### src/hdl/lhc_pkg.sv
// Package for the handle cache: sizes, status codes and the structs
// that travel along the row of cache cells. No dependencies.
package lhc_pkg;

   localparam int MAX_ENTRIES   = 16;
   localparam int KEY_BITS      = 64;
   localparam int STAMP_BITS    = 32;
   localparam int SLOT_BITS     = (MAX_ENTRIES > 1) ? $clog2(MAX_ENTRIES) : 1;
   localparam int SIZE_BITS     = $clog2(MAX_ENTRIES + 1);
   localparam int CFG_BITS      = 5;
   localparam int STATUS_BITS   = 3;
   localparam int RSP_SLOT_BITS = 4;
   localparam int CFG_RESET     = 10;

   typedef enum logic [STATUS_BITS-1:0] {
      ST_HIT      = 3'd0,
      ST_FILLED   = 3'd1,
      ST_REPLACED = 3'd2,
      ST_FAILED   = 3'd3,
      ST_FLUSHED  = 3'd4
   } status_type;

   // Running search result handed from one cell to the next
   typedef struct packed {
      logic                  go;
      logic                  hit;
      logic [SLOT_BITS-1:0]  hit_slot;
      logic                  have_free;
      logic [SLOT_BITS-1:0]  free_slot;
      logic                  have_old;
      logic [STAMP_BITS-1:0] old_stamp;
      logic [SLOT_BITS-1:0]  old_slot;
   } scan_type;

   // Entry update broadcast to every cell
   typedef struct packed {
      logic                  flush;
      logic                  en;
      logic [SLOT_BITS-1:0]  slot;
      logic                  valid;
      logic                  load_key;
      logic                  load_stamp;
      logic [KEY_BITS-1:0]   key;
      logic [STAMP_BITS-1:0] stamp;
   } write_type;

endpackage

### src/hdl/lhc_if.sv
// Handshake channels of the handle cache: request and response.
// Depends on lhc_pkg for field widths.
interface lhc_req_if;
   logic                         valid;
   logic                         ready;
   logic                         action;
   logic [lhc_pkg::KEY_BITS-1:0] name_key;
   logic                         open_ok;

   modport source (output valid, output action, output name_key, output open_ok,
                   input ready);
   modport sink   (input valid, input action, input name_key, input open_ok,
                   output ready);
endinterface

interface lhc_rsp_if;
   logic                              valid;
   logic                              ready;
   logic [lhc_pkg::STATUS_BITS-1:0]   status;
   logic [lhc_pkg::RSP_SLOT_BITS-1:0] slot;
   logic                              slot_valid;

   modport source (output valid, output status, output slot, output slot_valid,
                   input ready);
   modport sink   (input valid, input status, input slot, input slot_valid,
                   output ready);
endinterface

### src/hdl/lhc_cell.sv
// One cache slot: valid bit, key and use stamp, plus one stage of the
// search wave that moves along the row. Depends on lhc_pkg.
module lhc_cell (
   input  logic                          clock,
   input  logic                          reset,
   input  logic [lhc_pkg::SLOT_BITS-1:0] cell_index,
   input  logic [lhc_pkg::SIZE_BITS-1:0] slots_in_use,
   input  logic [lhc_pkg::KEY_BITS-1:0]  lookup_key,
   input  lhc_pkg::write_type            wr,
   input  lhc_pkg::scan_type             scan_prev,
   output lhc_pkg::scan_type             scan_next
);
   import lhc_pkg::*;

   logic                  valid_ff;
   logic [KEY_BITS-1:0]   key_ff;
   logic [STAMP_BITS-1:0] stamp_ff;
   scan_type              scan_ff;
   scan_type              scan_in;
   logic                  in_use;
   logic                  sel;

   assign in_use = SIZE_BITS'(cell_index) < slots_in_use;
   assign sel    = wr.en && (wr.slot == cell_index);

   // Fold this slot into the running search
   always_comb begin
      scan_in = scan_prev;
      if (scan_prev.go && !scan_prev.hit && in_use) begin
         if (!valid_ff) begin
            if (!scan_prev.have_free) begin
               scan_in.have_free = 1'b1;
               scan_in.free_slot = cell_index;
            end
         end else if (key_ff == lookup_key) begin
            scan_in.hit      = 1'b1;
            scan_in.hit_slot = cell_index;
         end else if (!scan_prev.have_old || stamp_ff < scan_prev.old_stamp) begin
            scan_in.have_old  = 1'b1;
            scan_in.old_stamp = stamp_ff;
            scan_in.old_slot  = cell_index;
         end
      end
   end

   // Advance the search wave by one cell
   always_ff @(posedge clock) begin
      if (reset) begin
         scan_ff.go <= 1'b0;
      end else begin
         scan_ff.go <= scan_in.go;
      end
      scan_ff.hit       <= scan_in.hit;
      scan_ff.hit_slot  <= scan_in.hit_slot;
      scan_ff.have_free <= scan_in.have_free;
      scan_ff.free_slot <= scan_in.free_slot;
      scan_ff.have_old  <= scan_in.have_old;
      scan_ff.old_stamp <= scan_in.old_stamp;
      scan_ff.old_slot  <= scan_in.old_slot;
   end

   assign scan_next = scan_ff;

   // Update the slot contents
   always_ff @(posedge clock) begin
      if (reset) begin
         valid_ff <= 1'b0;
      end else if (wr.flush) begin
         valid_ff <= 1'b0;
      end else if (sel) begin
         valid_ff <= wr.valid;
      end
      if (sel && wr.load_key) begin
         key_ff <= wr.key;
      end
      if (sel && wr.load_stamp) begin
         stamp_ff <= wr.stamp;
      end
   end

endmodule

### src/hdl/lru_handle_cache.sv
// Handle cache with LRU replacement: one lookup or flush per transaction.
// A lookup passes through launch, a search wave that crosses the cell row one
// cell per cycle, and finish; a flush goes from accept straight to finish.
// Throughput: one transaction at a time; no new request is taken until the last one has finished.
// Reset: synchronous; all slots empty, size register at 10, counters at zero.
module lru_handle_cache (
   input  logic                         clock,
   input  logic                         reset,
   lhc_req_if.sink                      req_chan,
   lhc_rsp_if.source                    rsp_chan,
   input  logic                         csr_write_enable,
   input  logic [lhc_pkg::CFG_BITS-1:0] csr_write_data
);
   import lhc_pkg::*;

   typedef enum logic [3:0] {
      S_IDLE   = 4'b0001,
      S_LAUNCH = 4'b0010,
      S_SCAN   = 4'b0100,
      S_FINISH = 4'b1000
   } state_type;

   state_type                 state_ff, state_in;
   logic [SIZE_BITS-1:0]      size_ff;
   logic [SIZE_BITS-1:0]      slots_ff, slots_in;
   logic [STAMP_BITS-1:0]     ctr_ff, ctr_in;
   logic                      action_ff;
   logic                      ok_ff;
   logic [KEY_BITS-1:0]       key_ff;
   scan_type                  acc_ff;
   scan_type                  chain [MAX_ENTRIES+1];
   logic [MAX_ENTRIES-1:0]    go_vec;
   write_type                 wr;
   logic                      req_fire;
   logic                      finish_fire;
   logic                      rsp_valid_ff, rsp_valid_in;
   status_type                rsp_status_ff, rsp_status_in;
   logic [RSP_SLOT_BITS-1:0]  rsp_slot_ff, rsp_slot_in;
   logic                      rsp_slot_valid_ff, rsp_slot_valid_in;
   logic [SLOT_BITS-1:0]      target;
   logic                      evict;
   logic                      grow;

   assign req_chan.ready = (state_ff == S_IDLE);
   assign req_fire       = req_chan.valid && req_chan.ready;
   assign finish_fire    = (state_ff == S_FINISH) && (!rsp_valid_ff || rsp_chan.ready);

   // Seed the search wave at the head of the row
   always_comb begin
      chain[0]    = '0;
      chain[0].go = (state_ff == S_LAUNCH);
   end

   // Row of slot cells
   for (genvar i = 0; i < MAX_ENTRIES; i++) begin : g_cell
      lhc_cell u_cell (
         .clock        (clock),
         .reset        (reset),
         .cell_index   (SLOT_BITS'(i)),
         .slots_in_use (slots_ff),
         .lookup_key   (key_ff),
         .wr           (wr),
         .scan_prev    (chain[i]),
         .scan_next    (chain[i+1])
      );
      assign go_vec[i] = chain[i+1].go;
   end

   // Sequence one transaction through launch, scan and finish
   always_comb begin
      state_in = state_ff;
      case (state_ff)
         S_IDLE: begin
            if (req_fire) begin
               state_in = req_chan.action ? S_FINISH : S_LAUNCH;
            end
         end
         S_LAUNCH: state_in = S_SCAN;
         S_SCAN: begin
            if (chain[MAX_ENTRIES].go) begin
               state_in = S_FINISH;
            end
         end
         S_FINISH: begin
            if (finish_fire) begin
               state_in = S_IDLE;
            end
         end
         default: state_in = S_IDLE;
      endcase
   end

   // Decide flush, hit, fill, grow or evict, and build the slot update
   always_comb begin
      wr                = '0;
      wr.key            = key_ff;
      wr.stamp          = ctr_ff;
      slots_in          = slots_ff;
      ctr_in            = ctr_ff;
      rsp_status_in     = ST_FLUSHED;
      rsp_slot_in       = '0;
      rsp_slot_valid_in = 1'b0;
      evict             = 1'b0;
      grow              = 1'b0;
      target            = acc_ff.old_slot;
      if (acc_ff.have_free) begin
         target = acc_ff.free_slot;
      end else if (slots_ff < size_ff && 32'(slots_ff) < 32'(MAX_ENTRIES)) begin
         target = slots_ff[SLOT_BITS-1:0];
         grow   = 1'b1;
      end else begin
         evict  = 1'b1;
      end
      if (finish_fire) begin
         if (action_ff) begin
            wr.flush = 1'b1;
         end else if (acc_ff.hit) begin
            wr.en             = 1'b1;
            wr.slot           = acc_ff.hit_slot;
            wr.valid          = 1'b1;
            wr.load_stamp     = 1'b1;
            ctr_in            = ctr_ff + 1'b1;
            rsp_status_in     = ST_HIT;
            rsp_slot_in       = RSP_SLOT_BITS'(acc_ff.hit_slot);
            rsp_slot_valid_in = 1'b1;
         end else begin
            if (grow) begin
               slots_in = slots_ff + 1'b1;
            end
            if (!ok_ff) begin
               // drop the chosen slot; an evicted entry stays empty
               wr.en         = evict;
               wr.slot       = target;
               wr.valid      = 1'b0;
               rsp_status_in = ST_FAILED;
            end else begin
               wr.en             = 1'b1;
               wr.slot           = target;
               wr.valid          = 1'b1;
               wr.load_key       = 1'b1;
               wr.load_stamp     = 1'b1;
               ctr_in            = ctr_ff + 1'b1;
               rsp_status_in     = evict ? ST_REPLACED : ST_FILLED;
               rsp_slot_in       = RSP_SLOT_BITS'(target);
               rsp_slot_valid_in = 1'b1;
            end
         end
      end
   end

   // Hold the response until the sink takes it
   always_comb begin
      rsp_valid_in = rsp_valid_ff;
      if (finish_fire) begin
         rsp_valid_in = 1'b1;
      end else if (rsp_chan.ready) begin
         rsp_valid_in = 1'b0;
      end
   end

   // Control registers
   always_ff @(posedge clock) begin
      if (reset) begin
         state_ff     <= S_IDLE;
         slots_ff     <= '0;
         ctr_ff       <= '0;
         rsp_valid_ff <= 1'b0;
         size_ff      <= SIZE_BITS'(CFG_RESET);
      end else begin
         state_ff     <= state_in;
         slots_ff     <= slots_in;
         ctr_ff       <= ctr_in;
         rsp_valid_ff <= rsp_valid_in;
         if (csr_write_enable) begin
            if (csr_write_data == '0) begin
               size_ff <= SIZE_BITS'(1);
            end else if (32'(csr_write_data) > 32'(MAX_ENTRIES)) begin
               size_ff <= SIZE_BITS'(MAX_ENTRIES);
            end else begin
               size_ff <= SIZE_BITS'(csr_write_data);
            end
         end
      end
   end

   // Capture the request and the finished search
   always_ff @(posedge clock) begin
      if (req_fire) begin
         action_ff <= req_chan.action;
         ok_ff     <= req_chan.open_ok;
         key_ff    <= req_chan.name_key;
      end
      if (state_ff == S_SCAN && chain[MAX_ENTRIES].go) begin
         acc_ff <= chain[MAX_ENTRIES];
      end
      if (finish_fire) begin
         rsp_status_ff     <= rsp_status_in;
         rsp_slot_ff       <= rsp_slot_in;
         rsp_slot_valid_ff <= rsp_slot_valid_in;
      end
   end

   assign rsp_chan.valid      = rsp_valid_ff;
   assign rsp_chan.status     = rsp_status_ff;
   assign rsp_chan.slot       = rsp_slot_ff;
   assign rsp_chan.slot_valid = rsp_slot_valid_ff;

`ifndef SYNTH
   a_one_wave: assert property (@(posedge clock) disable iff (reset)
      $onehot0(go_vec))
      else $error("more than one search wave in the cell row");

   a_idle_quiet: assert property (@(posedge clock) disable iff (reset)
      state_ff == S_IDLE |-> go_vec == '0)
      else $error("search wave active while idle");

   a_slots_bound: assert property (@(posedge clock) disable iff (reset)
      32'(slots_ff) <= 32'(MAX_ENTRIES))
      else $error("slots in use beyond capacity");

   a_size_range: assert property (@(posedge clock) disable iff (reset)
      size_ff != '0 && 32'(size_ff) <= 32'(MAX_ENTRIES))
      else $error("size register out of range");

   a_ctr_step: assert property (@(posedge clock) disable iff (reset)
      finish_fire && rsp_slot_valid_in |=> ctr_ff == $past(ctr_ff) + 1'b1)
      else $error("use counter did not advance on a stamp write");
`endif

endmodule

### src/flat_wrapper.sv
// flat-port wrapper written by rule: the top's interface ports become plain ports
module lru_handle_cache_flat import lhc_pkg::*;
  (clock, reset, csr_write_enable, csr_write_data, req_chan_valid, req_chan_action, req_chan_name_key, req_chan_open_ok, req_chan_ready, rsp_chan_valid, rsp_chan_status, rsp_chan_slot, rsp_chan_slot_valid, rsp_chan_ready);
  lhc_req_if req_chan_i ();
  lhc_rsp_if rsp_chan_i ();
  input  logic clock;
  input  logic reset;
  input  logic csr_write_enable;
  input  logic [lhc_pkg::CFG_BITS-1:0] csr_write_data;
  input wire logic [$bits(req_chan_i.valid)-1:0] req_chan_valid;
  input wire logic [$bits(req_chan_i.action)-1:0] req_chan_action;
  input wire logic [$bits(req_chan_i.name_key)-1:0] req_chan_name_key;
  input wire logic [$bits(req_chan_i.open_ok)-1:0] req_chan_open_ok;
  output wire logic [$bits(req_chan_i.ready)-1:0] req_chan_ready;
  output wire logic [$bits(rsp_chan_i.valid)-1:0] rsp_chan_valid;
  output wire logic [$bits(rsp_chan_i.status)-1:0] rsp_chan_status;
  output wire logic [$bits(rsp_chan_i.slot)-1:0] rsp_chan_slot;
  output wire logic [$bits(rsp_chan_i.slot_valid)-1:0] rsp_chan_slot_valid;
  input wire logic [$bits(rsp_chan_i.ready)-1:0] rsp_chan_ready;
  assign req_chan_i.valid = req_chan_valid;
  assign req_chan_i.action = req_chan_action;
  assign req_chan_i.name_key = req_chan_name_key;
  assign req_chan_i.open_ok = req_chan_open_ok;
  assign req_chan_ready = req_chan_i.ready;
  assign rsp_chan_valid = rsp_chan_i.valid;
  assign rsp_chan_status = rsp_chan_i.status;
  assign rsp_chan_slot = rsp_chan_i.slot;
  assign rsp_chan_slot_valid = rsp_chan_i.slot_valid;
  assign rsp_chan_i.ready = rsp_chan_ready;
  lru_handle_cache u_core (.clock(clock), .reset(reset), .req_chan(req_chan_i), .rsp_chan(rsp_chan_i), .csr_write_enable(csr_write_enable), .csr_write_data(csr_write_data));
endmodule
### config.mk
export PLATFORM = sky130hd
export DESIGN_NAME = lru_handle_cache_flat
export DESIGN_NICKNAME = d
export VERILOG_FILES = /design/src/hdl/lhc_pkg.sv /design/src/hdl/lhc_if.sv /design/src/hdl/lhc_cell.sv /design/src/hdl/lru_handle_cache.sv /design/src/flat_wrapper.sv
export SDC_FILE = /design/constraint.sdc
export NUM_CORES = 2
export LEC_CHECK = 0
export ABC_AREA = 1
export BUFFER_PORTS_ARGS = -buffer_cell sky130_fd_sc_hd__buf_2
export CAP_MARGIN = 15
export CORE_UTILIZATION = 63
export CTS_BUF_LIST = sky130_fd_sc_hd__clkbuf_16
export DETAILED_ROUTE_END_ITERATION = 10
export MAX_ROUTING_LAYER = met4
export PLACE_DENSITY = 0.88
export SETUP_SLACK_MARGIN = 0.02
export SLEW_MARGIN = 10
export SYNTH_ARGS = -nofsm -noshare
export SYNTH_HDL_FRONTEND = slang
export SYNTH_SLANG_ARGS = --single-unit
### constraint.sdc
create_clock -name clock -period 7.46 [get_ports clock]
set_input_delay 1.119 -clock clock [delete_from_list [all_inputs] [get_ports clock]]
set_output_delay 1.119 -clock clock [all_outputs]
set_load 0.01 [all_outputs]
==> flow_metrics.py <==
metrics = {
    "sta": {
        "setup_ws_ps": 3439,
        "maxSlewHeadroom_pct": 15.17,
        "holdWs_ps": 386.1,
        "finalCriticalPeriod_ps": 4021,
        "hold_viol": 0,
        "fmax_mhz": 248.7,
        "fin_skew_ps": 60.53,
        "finalCritPeriodShare_pct": 53.91,
        "drv_slew": 0,
        "worstMarginPinSlew_ps": 1271,
        "setup_violations": 0,
        "fin_setup_tns_ps": 0,
        "rsz0062_at_grt": "false",
    },
    "worst_setup_path": {
        "reg2regPathDepth": 11,
        "cpMaxStageDelayCell": "edfxtp_1",
        "r2r_end": "u_core.g_cell[9].u_cell.scan_next[5]",
        "cp_cell_sequence": "buf_4, xor2_1, nor2_1, nand4_1, nor2_1, nand2_1, nor2_2, nor2_4, nand2_4, nand2_1, nand2_1",
        "crit_path_max_fanout": 35,
        "end_kind": "register",
        "cp.buffers_inverters": 1,
        "cpPeakStageDelay_ps": 1060,
        "cpMostUsedCell": "nand2_1",
        "arrival_ps": 4750,
        "required_ps": 8190,
        "path_class": "register to register",
        "r2r_start": "u_core.key_ff[19]",
        "crit_family": "simple AND/OR/NAND/NOR gates",
        "critPathLaunchType": "register",
        "reg2reg_slack_ps": 3440,
    },
    "worst_hold_path": {
        "hold_path_class": "register to register",
        "hold_depth": 2,
        "min_to": "u_core.g_cell[11].u_cell.scan_next[39]",
        "hold_start": "u_core.g_cell[10].u_cell.scan_next[39]",
    },
    "pwr": {
        "p_leak_nw": 42.53,
        "p_total_mw": 26.94,
        "power.density_nw_per_um2": 245.2,
        "peakVddDrop_mv": 0.2715,
    },
    "logic_synthesis": {
        "synth_flop_cell": "edfxtp_1",
        "synth_seq_cells": 2377,
        "synth_common_cells": "1,624 x edfxtp_1, 1,559 x nand2_1, 886 x inv_1",
        "synth-edff-count": 1624,
        "yosysMostFrequentCell": "edfxtp_1",
        "synthCells": 8802,
        "yosysTopAreaCell": "edfxtp_1",
        "syn_nets": 9349,
        "syn-cell-area_um2": 100700,
        "syn_area_per_cell_um2": 11.44,
        "yosysTopAreaCellShare_pct": 48.42,
        "yosysSeqAreaShare_pct": 63.39,
        "yosys_warnings": 0,
        "netlist_top_cells_area": "edfxtp_1 48%, dfxtp_1 15%, xor2_1 6.8%",
        "async_flop_share_pct": 0,
        "yosysUniqueCellTypes": 54,
    },
    "global_routing": {
        "top_usage_layer": "met2",
        "use_met2_pct": 51.21,
        "use_met1_pct": 37.27,
        "antenna_found_initial": 3,
        "use_met3_pct": 5.135,
        "grt_pass1_wl_um": 378100,
        "grt_max_degree": 65,
        "grt_pass1_vias": 66790,
        "grt-ovfl-total": 0,
        "grt.total_usage_pct": 31.53,
    },
    "finish": {
        "drive_gt1_share_pct": 8.626,
        "syn_to_final_growth_pct": 9.106,
        "final_nets": 9524,
        "fillCellCount": 10030,
        "seq_area_um2": 63860,
        "multi_input_area_um2": 31540,
        "finish.utilization_pct": 69.30,
    },
    "route": {
        "drtIter0Drc": 7746,
        "dr.pass1.iters": 8,
        "drc_errors": 0,
        "vias_per_cell": 5.885,
        "antenna_left": 0,
        "vias": 66170,
        "wl_per_cell_um": 22.07,
        "routed_wirelength_um": 248100,
    },
    "placed_design": {
        "place_hpwl_um": 151100,
        "port_buffers": 85,
        "gp_congestion": 0.9141,
        "dpl_worst_slack_ps": 3203,
    },
    "clocking": {
        "cts_tree": "yes",
        "cts_buffers": 223,
        "cts_num_sinks": 2377,
        "clk_latency_ps": 890,
        "h-tree-depth": 4,
        "cts_resized": 0,
        "cts_hold_buf": 0,
        "clk_pin_slew_ps": 60,
        "clockBufferDepth": 3,
        "post-cts-setup-buffers": 0,
        "cts_root_buf": "clkbuf_16",
    },
    "floorplan": {
        "coreArea_um2": 158600,
        "initial_utilization_pct": 63.51,
        "io_pins": 86,
        "die_w_um": 401.8,
        "num_rows": 146,
        "dieArea_um2": 161500,
        "die_h_um": 401.8,
    },
    "run": {
        "cap_violations": 0,
    },
    "run_status": {
        "status": "finished, final reports clean",
    },
}
how the worst max path moves through the flow:
stage / from / end / slack (ps) / cells past startpoint
4_1_cts: u_core.key_ff[29] / u_core.g_cell[1].u_cell.scan_next[22] / 3490 / 13
6_report: u_core.key_ff[19] / u_core.g_cell[9].u_cell.scan_next[5] / 3440 / 11
2_1_floorplan: rsp_chan_ready / u_core.g_cell[4].u_cell.key_ff[0] / 650 / 8
3_5_place_dp: rsp_chan_ready / u_core.g_cell[13].u_cell.key_ff[29] / 3200 / 11
5_1_grt: u_core.slots_ff[1] / u_core.g_cell[13].u_cell.key_ff[9] / 3180 / 13
3_3_place_gp: rsp_chan_ready / u_core.g_cell[13].u_cell.key_ff[28] / 3230 / 11
tightest hold or removal path, cell delays in order, from the launching register on:
cell	delay [ps]
dfxtp_1	290
inv_1	40
nor2_1	30
cells by family (layout without fill, tap and decap cells):
family                     Yosys count  in the layout  synth area share (%)
AOI/OAI and AO/OA                  476            476                 2.553
xor gates and xnor gates           901            901                 7.836
adders and majority gates          471            471                 5.852
buffers and inverters             1175           1543                 5.423
DFF                               2377           2377                 63.39
other                                0              2                     0
and+or+nand+nor                   3402           3402                 14.94
cell usage in the layout, fill, tap and decap left out, drive strengths merged, types with 117 or more instances in the layout:
master  synthesis  routed
a21oi         302     302
buf           220     222
clkbuf         52     231
dfxtp         753     753
edfxtp       1624    1624
ha            471     471
inv           902     981
nand2        1591    1591
nand3         610     610
nand4         185     185
nor2          746     746
or2           133     133
xnor2         117     117
xor2          784     784
power breakdown:
group | internal [mW] | switching (mW)
registers | 14.2 | 0.0701
clock network | 5.94 | 4.94
logic | 0.493 | 1.25
total | 20.7 | 6.26
registers in the layout, indices dropped and copies added (netlist names), 4 cells and up:
register and count:
u_core.key_ff 64, u_core.acc_ff 14, u_core.ctr_ff 32, u_core.g_cell.u_cell.stamp_ff 512
u_core.g_cell.u_cell.valid_ff 16, u_core.g_cell.u_cell.scan_next 690, u_core.rsp_chan.slot 4, u_core.size_ff 5
u_core.state_ff 4, u_core.g_cell.u_cell.key_ff 1024, u_core.slots_ff 5
metrics by stage:
| step | cells | area (um2) |
|---|---|---|
| 4_1_cts | 11240 | 109800 |
| 5_1_grt | 11240 | 109900 |
| 6_report | 11240 | 109900 |
| 3_5_place_dp | 10820 | 102800 |
| 2_1_floorplan | 8802 | 100700 |
| 3_3_place_gp | 10820 | 102800 |
area by class of cell:
| cell class | count | area share [%] |
|---|---|---|
| multi-input cells | 5250 | 28.70 |
| diodes | 2 | 0.004555 |
| clock buffers | 231 | 5.261 |
| flip-flops and latches | 2377 | 58.12 |
| well taps | 2072 | 2.359 |
| inverters | 903 | 3.085 |
| clock inverters | 187 | 1.091 |
| repair buffers | 222 | 1.378 |
metal layers:
metal  up-vias  part of all wire, %
met4         0                  6.7
met1     31950                   37
met2      3586                   48
met3       919                  8.9
met5         -                    0
li1      29710                    -
Power figures use the tool's default switching activity.
